<file path="src/rtl/hpcg_pkg.sv">
// Package for the hue palette color generator.
// Holds widths, register indexes, scheme codes and the divider payload type.
// No dependencies.
package hpcg_pkg;

    localparam int MAX_PALETTE = 4096;

    localparam int IDX_W  = 12;              // index field and palette_size - 1
    localparam int SIZE_W = 13;              // palette_size register
    localparam int CFG_W  = 13;              // widest configuration register
    localparam int COL_W  = 8;               // one color channel
    localparam int FRAC_W = 8;               // fraction bits of hue times six
    localparam int QUO_W  = 11;              // quotient bits, hue*6*256 <= 1536
    localparam int NUM_W  = 15;              // scaled index, up to 6 * 4095
    localparam int DVD_W  = NUM_W + FRAC_W;  // dividend width

    // Configuration register indexes
    localparam logic REG_SCHEME   = 1'b0;
    localparam logic REG_PAL_SIZE = 1'b1;

    // Scheme codes; anything else runs the full hue wheel
    localparam logic [1:0] SCH_RED_BLUE = 2'd0;
    localparam logic [1:0] SCH_BLUE_RED = 2'd1;
    localparam logic [1:0] SCH_WHEEL    = 2'd2;

    localparam logic [SIZE_W-1:0] SIZE_RESET = SIZE_W'(256);

    // Partial remainder, dividend bits still to enter with quotient bits
    // shifted in at the bottom, and the clamp flag riding along.
    typedef struct packed {
        logic [IDX_W-1:0] rem;
        logic [QUO_W-1:0] quo;
        logic             clamped;
    } t_div;

endpackage

</file>
<file path="src/rtl/hue_palette_color_generator.sv">
// Top level of the hue palette color generator.
// Depends on hpcg_pkg, hpcg_front, hpcg_cell and hpcg_color.
//
// Usage:
//   Input channel: one palette index per beat on i_index, qualified by
//   i_in_valid and held back by o_in_stall. Output channel: o_red, o_green,
//   o_blue and o_index_clamped per beat, qualified by o_out_valid and held
//   back by i_out_stall. Each index yields exactly one color, in order.
//   Configuration: i_cfg_we writes i_cfg_data into register i_cfg_idx
//   (scheme or palette_size); write only while the pipeline is empty.
//   Path: the front stage loads at the accepting edge, then the beat passes
//   11 division cells and the color stage, each registered. Throughput: one
//   beat per cycle while i_out_stall is low; the chain of 11
//   restoring-division cells, one quotient bit each, sets the depth.
//   Reset (synchronous, active low) empties every stage and loads scheme 2
//   (full wheel) and palette_size 256.
//   Stall: each stage advances when its successor is empty or advancing, so
//   under i_out_stall the output holds its beat while bubbles further up
//   close; the input stalls only once every stage is full.
module hue_palette_color_generator (
    input  logic                              i_clk,
    input  logic                              i_rst_n,
    input  logic                              i_cfg_we,
    input  logic                              i_cfg_idx,
    input  logic [hpcg_pkg::CFG_W-1:0]        i_cfg_data,
    input  logic                              i_in_valid,
    output logic                              o_in_stall,
    input  logic [hpcg_pkg::IDX_W-1:0]        i_index,
    output logic                              o_out_valid,
    input  logic                              i_out_stall,
    output logic [hpcg_pkg::COL_W-1:0]        o_red,
    output logic [hpcg_pkg::COL_W-1:0]        o_green,
    output logic [hpcg_pkg::COL_W-1:0]        o_blue,
    output logic                              o_index_clamped
);

    logic [1:0]                     r_scheme;
    logic [hpcg_pkg::IDX_W-1:0]     r_div;      // palette_size - 1
    logic [hpcg_pkg::SIZE_W-1:0]    n_size;
    logic [hpcg_pkg::IDX_W-1:0]     n_div;

    // Stage links: entry 0 is the front stage output, entry k the k-th cell
    logic           link_valid [hpcg_pkg::QUO_W+1];
    logic           link_ready [hpcg_pkg::QUO_W+1];
    hpcg_pkg::t_div link_data  [hpcg_pkg::QUO_W+1];
    logic           front_ready;

    // Clamp palette_size into [2, MAX_PALETTE] and keep palette_size - 1 as the divisor
    always_comb begin
        n_size = i_cfg_data[hpcg_pkg::SIZE_W-1:0];
        if (n_size < hpcg_pkg::SIZE_W'(2)) begin
            n_size = hpcg_pkg::SIZE_W'(2);
        end
        if (n_size > hpcg_pkg::SIZE_W'(hpcg_pkg::MAX_PALETTE)) begin
            n_size = hpcg_pkg::SIZE_W'(hpcg_pkg::MAX_PALETTE);
        end
        n_div = hpcg_pkg::IDX_W'(n_size - hpcg_pkg::SIZE_W'(1));
    end

    always_ff @(posedge i_clk) begin
        if (!i_rst_n) begin
            r_scheme <= hpcg_pkg::SCH_WHEEL;
            r_div    <= hpcg_pkg::IDX_W'(hpcg_pkg::SIZE_RESET - hpcg_pkg::SIZE_W'(1));
        end else if (i_cfg_we) begin
            case (i_cfg_idx)
                hpcg_pkg::REG_SCHEME:   r_scheme <= i_cfg_data[1:0];
                hpcg_pkg::REG_PAL_SIZE: r_div    <= n_div;
                default:                r_scheme <= r_scheme;
            endcase
        end
    end

    assign o_in_stall = !front_ready;

    // Clamp and scale the index, load the dividend
    hpcg_front u_front (
        .i_clk    (i_clk),
        .i_rst_n  (i_rst_n),
        .i_valid  (i_in_valid),
        .o_ready  (front_ready),
        .i_index  (i_index),
        .i_scheme (r_scheme),
        .i_div    (r_div),
        .o_valid  (link_valid[0]),
        .i_ready  (link_ready[0]),
        .o_data   (link_data[0])
    );

    // Division chain: each cell retires one quotient bit and hands on
    for (genvar k = 0; k < hpcg_pkg::QUO_W; k++) begin : g_cell
        hpcg_cell u_cell (
            .i_clk   (i_clk),
            .i_rst_n (i_rst_n),
            .i_valid (link_valid[k]),
            .o_ready (link_ready[k]),
            .i_data  (link_data[k]),
            .i_div   (r_div),
            .o_valid (link_valid[k+1]),
            .i_ready (link_ready[k+1]),
            .o_data  (link_data[k+1])
        );
    end

    // Map sector and fraction to RGB, hold the beat for the receiver
    hpcg_color u_color (
        .i_clk     (i_clk),
        .i_rst_n   (i_rst_n),
        .i_valid   (link_valid[hpcg_pkg::QUO_W]),
        .o_ready   (link_ready[hpcg_pkg::QUO_W]),
        .i_data    (link_data[hpcg_pkg::QUO_W]),
        .o_valid   (o_out_valid),
        .i_stall   (i_out_stall),
        .o_red     (o_red),
        .o_green   (o_green),
        .o_blue    (o_blue),
        .o_clamped (o_index_clamped)
    );

endmodule

</file>
<file path="src/rtl/hpcg_front.sv">
// Front stage: clamps the index, scales it by the scheme and loads the divider.
// Depends on hpcg_pkg.
module hpcg_front (
    input  logic                         i_clk,
    input  logic                         i_rst_n,
    input  logic                         i_valid,
    output logic                         o_ready,
    input  logic [hpcg_pkg::IDX_W-1:0]   i_index,
    input  logic [1:0]                   i_scheme,
    input  logic [hpcg_pkg::IDX_W-1:0]   i_div,
    output logic                         o_valid,
    input  logic                         i_ready,
    output hpcg_pkg::t_div               o_data
);

    logic                         r_valid;
    hpcg_pkg::t_div               r_data;
    hpcg_pkg::t_div               n_data;
    logic                         over;
    logic [hpcg_pkg::IDX_W-1:0]   idx;
    logic [hpcg_pkg::IDX_W-1:0]   rev;
    logic [hpcg_pkg::NUM_W-1:0]   num;
    logic [hpcg_pkg::DVD_W-1:0]   dvd;

    assign o_ready = !r_valid || i_ready;
    assign o_valid = r_valid;
    assign o_data  = r_data;

    always_comb begin
        over = i_index > i_div;
        idx  = over ? i_div : i_index;
        rev  = i_div - idx;
        case (i_scheme)
            hpcg_pkg::SCH_RED_BLUE: num = {1'b0, idx, 2'b00};
            hpcg_pkg::SCH_BLUE_RED: num = {1'b0, rev, 2'b00};
            default:                num = {1'b0, idx, 2'b00} + {2'b00, idx, 1'b0};
        endcase
        dvd            = {num, {hpcg_pkg::FRAC_W{1'b0}}};
        // quotient fits in QUO_W bits, so the top bits already sit below the divisor
        n_data.rem     = dvd[hpcg_pkg::DVD_W-1 -: hpcg_pkg::IDX_W];
        n_data.quo     = dvd[hpcg_pkg::QUO_W-1:0];
        n_data.clamped = over;
    end

    always_ff @(posedge i_clk) begin
        if (!i_rst_n) begin
            r_valid <= 1'b0;
        end else if (o_ready) begin
            r_valid <= i_valid;
        end
    end

    always_ff @(posedge i_clk) begin
        if (o_ready && i_valid) begin
            r_data <= n_data;
        end
    end

endmodule

</file>
<file path="src/rtl/hpcg_cell.sv">
// One restoring-division cell: retires one quotient bit per beat.
// Depends on hpcg_pkg.
module hpcg_cell (
    input  logic                         i_clk,
    input  logic                         i_rst_n,
    input  logic                         i_valid,
    output logic                         o_ready,
    input  hpcg_pkg::t_div               i_data,
    input  logic [hpcg_pkg::IDX_W-1:0]   i_div,
    output logic                         o_valid,
    input  logic                         i_ready,
    output hpcg_pkg::t_div               o_data
);

    logic                         r_valid;
    hpcg_pkg::t_div               r_data;
    hpcg_pkg::t_div               n_data;
    logic [hpcg_pkg::IDX_W:0]     trial;
    logic [hpcg_pkg::IDX_W:0]     diff;
    logic                         fits;

    assign o_ready = !r_valid || i_ready;
    assign o_valid = r_valid;
    assign o_data  = r_data;

    always_comb begin
        // bring down the next dividend bit, subtract if the divisor fits
        trial          = {i_data.rem, i_data.quo[hpcg_pkg::QUO_W-1]};
        diff           = trial - {1'b0, i_div};
        fits           = trial >= {1'b0, i_div};
        n_data.rem     = fits ? diff[hpcg_pkg::IDX_W-1:0] : trial[hpcg_pkg::IDX_W-1:0];
        n_data.quo     = {i_data.quo[hpcg_pkg::QUO_W-2:0], fits};
        n_data.clamped = i_data.clamped;
    end

    always_ff @(posedge i_clk) begin
        if (!i_rst_n) begin
            r_valid <= 1'b0;
        end else if (o_ready) begin
            r_valid <= i_valid;
        end
    end

    always_ff @(posedge i_clk) begin
        if (o_ready && i_valid) begin
            r_data <= n_data;
        end
    end

endmodule

</file>
<file path="src/rtl/hpcg_color.sv">
// Output stage: maps hue sector and fraction to RGB and holds the result beat.
// Depends on hpcg_pkg.
module hpcg_color (
    input  logic                         i_clk,
    input  logic                         i_rst_n,
    input  logic                         i_valid,
    output logic                         o_ready,
    input  hpcg_pkg::t_div               i_data,
    output logic                         o_valid,
    input  logic                         i_stall,
    output logic [hpcg_pkg::COL_W-1:0]   o_red,
    output logic [hpcg_pkg::COL_W-1:0]   o_green,
    output logic [hpcg_pkg::COL_W-1:0]   o_blue,
    output logic                         o_clamped
);

    localparam logic [hpcg_pkg::COL_W-1:0] FULL = '1;
    localparam logic [hpcg_pkg::COL_W-1:0] NONE = '0;

    logic                         r_valid;
    logic [hpcg_pkg::COL_W-1:0]   r_red;
    logic [hpcg_pkg::COL_W-1:0]   r_green;
    logic [hpcg_pkg::COL_W-1:0]   r_blue;
    logic                         r_clamped;
    logic [hpcg_pkg::COL_W-1:0]   n_red;
    logic [hpcg_pkg::COL_W-1:0]   n_green;
    logic [hpcg_pkg::COL_W-1:0]   n_blue;
    logic [2:0]                   sector;
    logic [hpcg_pkg::COL_W-1:0]   up;
    logic [hpcg_pkg::COL_W-1:0]   down;

    assign o_ready   = !r_valid || !i_stall;
    assign o_valid   = r_valid;
    assign o_red     = r_red;
    assign o_green   = r_green;
    assign o_blue    = r_blue;
    assign o_clamped = r_clamped;

    always_comb begin
        sector = i_data.quo[hpcg_pkg::QUO_W-1:hpcg_pkg::FRAC_W];
        up     = i_data.quo[hpcg_pkg::FRAC_W-1:0];
        down   = FULL - up;
        // sector six (top of the wheel) wraps to red like sector zero
        case (sector)
            3'd1:    begin n_red = down; n_green = FULL; n_blue = NONE; end
            3'd2:    begin n_red = NONE; n_green = FULL; n_blue = up;   end
            3'd3:    begin n_red = NONE; n_green = down; n_blue = FULL; end
            3'd4:    begin n_red = up;   n_green = NONE; n_blue = FULL; end
            3'd5:    begin n_red = FULL; n_green = NONE; n_blue = down; end
            default: begin n_red = FULL; n_green = up;   n_blue = NONE; end
        endcase
    end

    always_ff @(posedge i_clk) begin
        if (!i_rst_n) begin
            r_valid <= 1'b0;
        end else if (o_ready) begin
            r_valid <= i_valid;
        end
    end

    always_ff @(posedge i_clk) begin
        if (o_ready && i_valid) begin
            r_red     <= n_red;
            r_green   <= n_green;
            r_blue    <= n_blue;
            r_clamped <= i_data.clamped;
        end
    end

endmodule

</file>
<file path="config.mk">
export PLATFORM = sky130hd
export DESIGN_NAME = hue_palette_color_generator
export DESIGN_NICKNAME = d
export VERILOG_FILES = /design/src/rtl/hpcg_pkg.sv /design/src/rtl/hue_palette_color_generator.sv /design/src/rtl/hpcg_front.sv /design/src/rtl/hpcg_cell.sv /design/src/rtl/hpcg_color.sv
export SDC_FILE = /design/constraint.sdc
export NUM_CORES = 1
export LEC_CHECK = 0
export BUFFER_PORTS_ARGS = -buffer_cell sky130_fd_sc_hd__buf_4
export CAP_MARGIN = 0
export CORE_ASPECT_RATIO = 1.75
export CORE_MARGIN = 8
export CORE_UTILIZATION = 57
export DETAILED_ROUTE_END_ITERATION = 10
export PLACE_DENSITY_LB_ADDON = 0.2
export SYNTH_ARGS = -nofsm -noshare
export SYNTH_HDL_FRONTEND = slang
export SYNTH_SLANG_ARGS = --single-unit
</file>
<file path="constraint.sdc">
create_clock -name i_clk -period 6.77 [get_ports i_clk]
set_clock_uncertainty 0.1 [all_clocks]
set_input_delay 1.0155 -clock i_clk [delete_from_list [all_inputs] [get_ports i_clk]]
set_output_delay 1.0155 -clock i_clk [all_outputs]
set_load 0.01 [all_outputs]
</file>
==> metrics.cfg <==
[outcome]
status=finished clean

[sta]
min_period_over_period_pct=76.6
rsz0062_at_grt=false
fin_ws_ps=1580
setup_tns_ps=0
relSlewSlack_pct=28.2
setup_viol=0
worst_slew_pin_slew_ps=1070
max_freq_mhz=193
finalCriticalPeriod_ps=5190
hold_violations=0
finalMaxSlewViolations=0

[global_route]
grt_max_degree=28
overflow=0
antenna_found_initial=0
grt_pass1_vias=13200
track_usage_pct=22.7
grt_pass1_wl_um=67400

[yosys]
synth.distinct_cells=81
postSynthCellCount=1616
synth_fp_nets=1829
synth_seq_area_share_pct=43.5
synth-edff-count=238
netlist_area_um2=17700
syn_area_per_cell_um2=10.9
ys.flop_type=edfxtp_1
synthArstFlopShare_pct=0
ys_seq_elements=265
yosysWarningCount=0

[final_layout]
layout-drive-gt1-share_pct=14.3
layout.nets=1893
fillers=2479
final_cells=2092
syn2layout_area_growth_pct=9.78
utilization_pct=63.3
diodes=0

[hold_path]
hold_end=g_cell[8].u_cell.o_data[8]$_DFFE_PP_
worstHoldStart=g_cell[7].u_cell.o_data[7]$_DFFE_PP_
holdPathStages=0
hp-class=flip-flop to flip-flop

[detailed_routing]
vias_per_cell=6.19
drtPass1Iterations=5
ant_nets=0
drc=0
dr_total_vias=12900
drt-initial-drc-count=696
wire_per_inst_um=20.3
route.final.wire_length_um=42500

[worst_setup_path]
critical_path_class=flip-flop to flip-flop
crit_fanout=14
rr_worst_depth=18
critical_path.endpoint_type=flip-flop
cp-start-kind=flip-flop
regToRegEndpoint=u_front.o_data[21]$_DFFE_PP_
crit_arrival_ps=5450
r2r_slack_ps=1580
crit_required_ps=7040
rr_startpoint=r_div[10]$_SDFFE_PN0P_

[place]
place.gp.congestion=0.924
place_ws_ps=1600
dp.cells=2042
numPortBuffers=57
place_hpwl_um=31800

[clock_tree]
cts_max_level=1
clock_path_buffers=3
clk_pin_slew_ps=70
clock_latency_ps=560
cts_sinks=265
postCtsHoldBufs=0
post_cts_buffers=0
cts_root_buffer=clkbuf_16
cts_resized=0
cts_tree=yes
cts_buffers=27

[power]
ir_worst_vdd_v=0.000235
p_per_area_nw_per_um2=235
power.leakage_nw=7.60
power.total_mw=4.56

[floorplanning]
start_util_pct=57.7
die_h_um=249
io-pin-count=58
num_rows=85
dieArea_um2=37100
die_width_um=149
coreArea_um2=30600

[run]
maxCapViolations=0

critical path: stages, from the launching register on:
cell	delay, ps
dfxtp_1	330
inv_1	680
ha_1	400
a21oi_1	170
nand2_1	70
a21oi_1	170
a31o_2	470
inv_1	150
a21oi_1	260
inv_1	100
ha_1	230
fa_1	420
a21o_1	210
a31oi_1	230
a21oi_1	110
or4_1	400
o311a_1	150
mux2i_1	130
a221oi_1	200
synth_stat cells, types with 21 or more instances:
master,n,area [um^2]
mux2i_1,22,220
xor2_1,33,289
nand2_1,92,345
nand3_1,29,145
dfxtp_1,27,541
xnor2_1,56,490
inv_1,80,300
nor3_1,30,150
edfxtp_1,238,7150
nor2_1,81,304
nand2b_1,23,144
nor2b_1,61,382
a21o_1,26,195
o21ai_0,88,440
o21a_1,33,248
a21oi_1,119,596
o211ai_1,21,158
ha_1,170,2130
nand4_1,26,163
mux2_2,59,664
placed cells by master (no fill, tap or decap), types with 11 or more instances in the layout:
master     synthesis  final
clkbuf_16          0     27
edfxtp_1         238    238
dfxtp_1           27     27
a21o_1            26     26
nor3_1            30     30
mux2i_1           22     22
nor2b_1           61     58
o211ai_1          21     21
mux2_2            59     59
nand4_1           26     26
xor2_1            33     33
o21a_1            33     33
nand2b_1          23     23
inv_1             80     80
a211oi_1          18     18
nand3_1           29     29
fa_1              12     12
nor2_1            81     81
o21ai_1           13     13
a21oi_1          119    119
o21ai_0           88     88
mux2_4            19     19
ha_1             170    170
and3_1            18     18
o31ai_1           11     11
nand2_1           92     92
xnor2_1           56     56
buf_4              4     71
final cells by class:
type                    instances  area, um^2  share of cell area (%)
multi-input cells            1232        9480                    48.9
well taps                     391         489                    2.52
repair buffers                 71         533                    2.75
inverters                      83         312                    1.61
clock buffers                  35         746                    3.84
clock inverters                15         154                   0.793
flip-flops and latches        265        7690                    39.6
cell families (layout without fill, tap and decap cells):
kind of cell / count (synthesis) / in the layout / share of synthesized area (%)
multiplexers: 102 / 102 / 6.78
XOR/XNOR: 89 / 89 / 4.41
AO/OA/AOI/OAI: 443 / 443 / 16.9
AND/OR/NAND/NOR: 416 / 416 / 12.0
adder cells (fa/ha/maj): 182 / 182 / 13.4
buffers and inverters: 119 / 204 / 2.97
flip-flops: 265 / 265 / 43.5
power by group:
group / total (mW) / internal [mW] / switching [mW]
Clock: 1.51 / 0.838 / 0.675
Sequential: 1.91 / 1.88 / 0.0370
Combinational: 1.13 / 0.513 / 0.621
Total: 4.56 / 3.23 / 1.33
per-layer routing:
layer / vias to the layer above / routed length, um / global-route usage (%)
met4: 0 / 2300 / 12.8
met3: 123 / 1510 / 2.24
li1: 6255 / - / -
met1: 6210 / 15200 / 22.8
met2: 361 / 23500 / 43.8
met5: - / 0 / 0
stage by stage:
step                      hold WS (ps)  area, um^2
after global routing               326       19400
after floorplan                    300       17700
final                              313       19400
after detailed placement           305       18500
after CTS                          316       19400
after global placement             302       18500
state kept, by name (all words and copies together), names as in the netlist:
signal / count
u_color.o_valid: 1
r_div: 12
g_cell.u_cell.o_valid: 11
u_front.o_data: 15
u_color.o_red: 8
u_front.o_valid: 1
u_color.o_blue: 8
r_scheme: 2
u_color.o_green: 8
g_cell.u_cell.o_data: 198
u_color.o_clamped: 1
worst max-delay path by stage:
stage,depth (start not counted),startpoint,endpoint,slack [ps]
2_1_floorplan,20,r_div[1]$_SDFFE_PN1P_,u_front.o_data[21]$_DFFE_PP_,1860
5_1_grt,18,r_div[10]$_SDFFE_PN0P_,u_front.o_data[21]$_DFFE_PP_,1210
3_3_place_gp,16,i_index[1],u_front.o_data[21]$_DFFE_PP_,1670
6_report,18,r_div[10]$_SDFFE_PN0P_,u_front.o_data[21]$_DFFE_PP_,1580
3_5_place_dp,18,i_index[1],u_front.o_data[21]$_DFFE_PP_,1600
4_1_cts,18,r_div[10]$_SDFFE_PN0P_,u_front.o_data[21]$_DFFE_PP_,1650
Power figures use the tool's default switching activity.
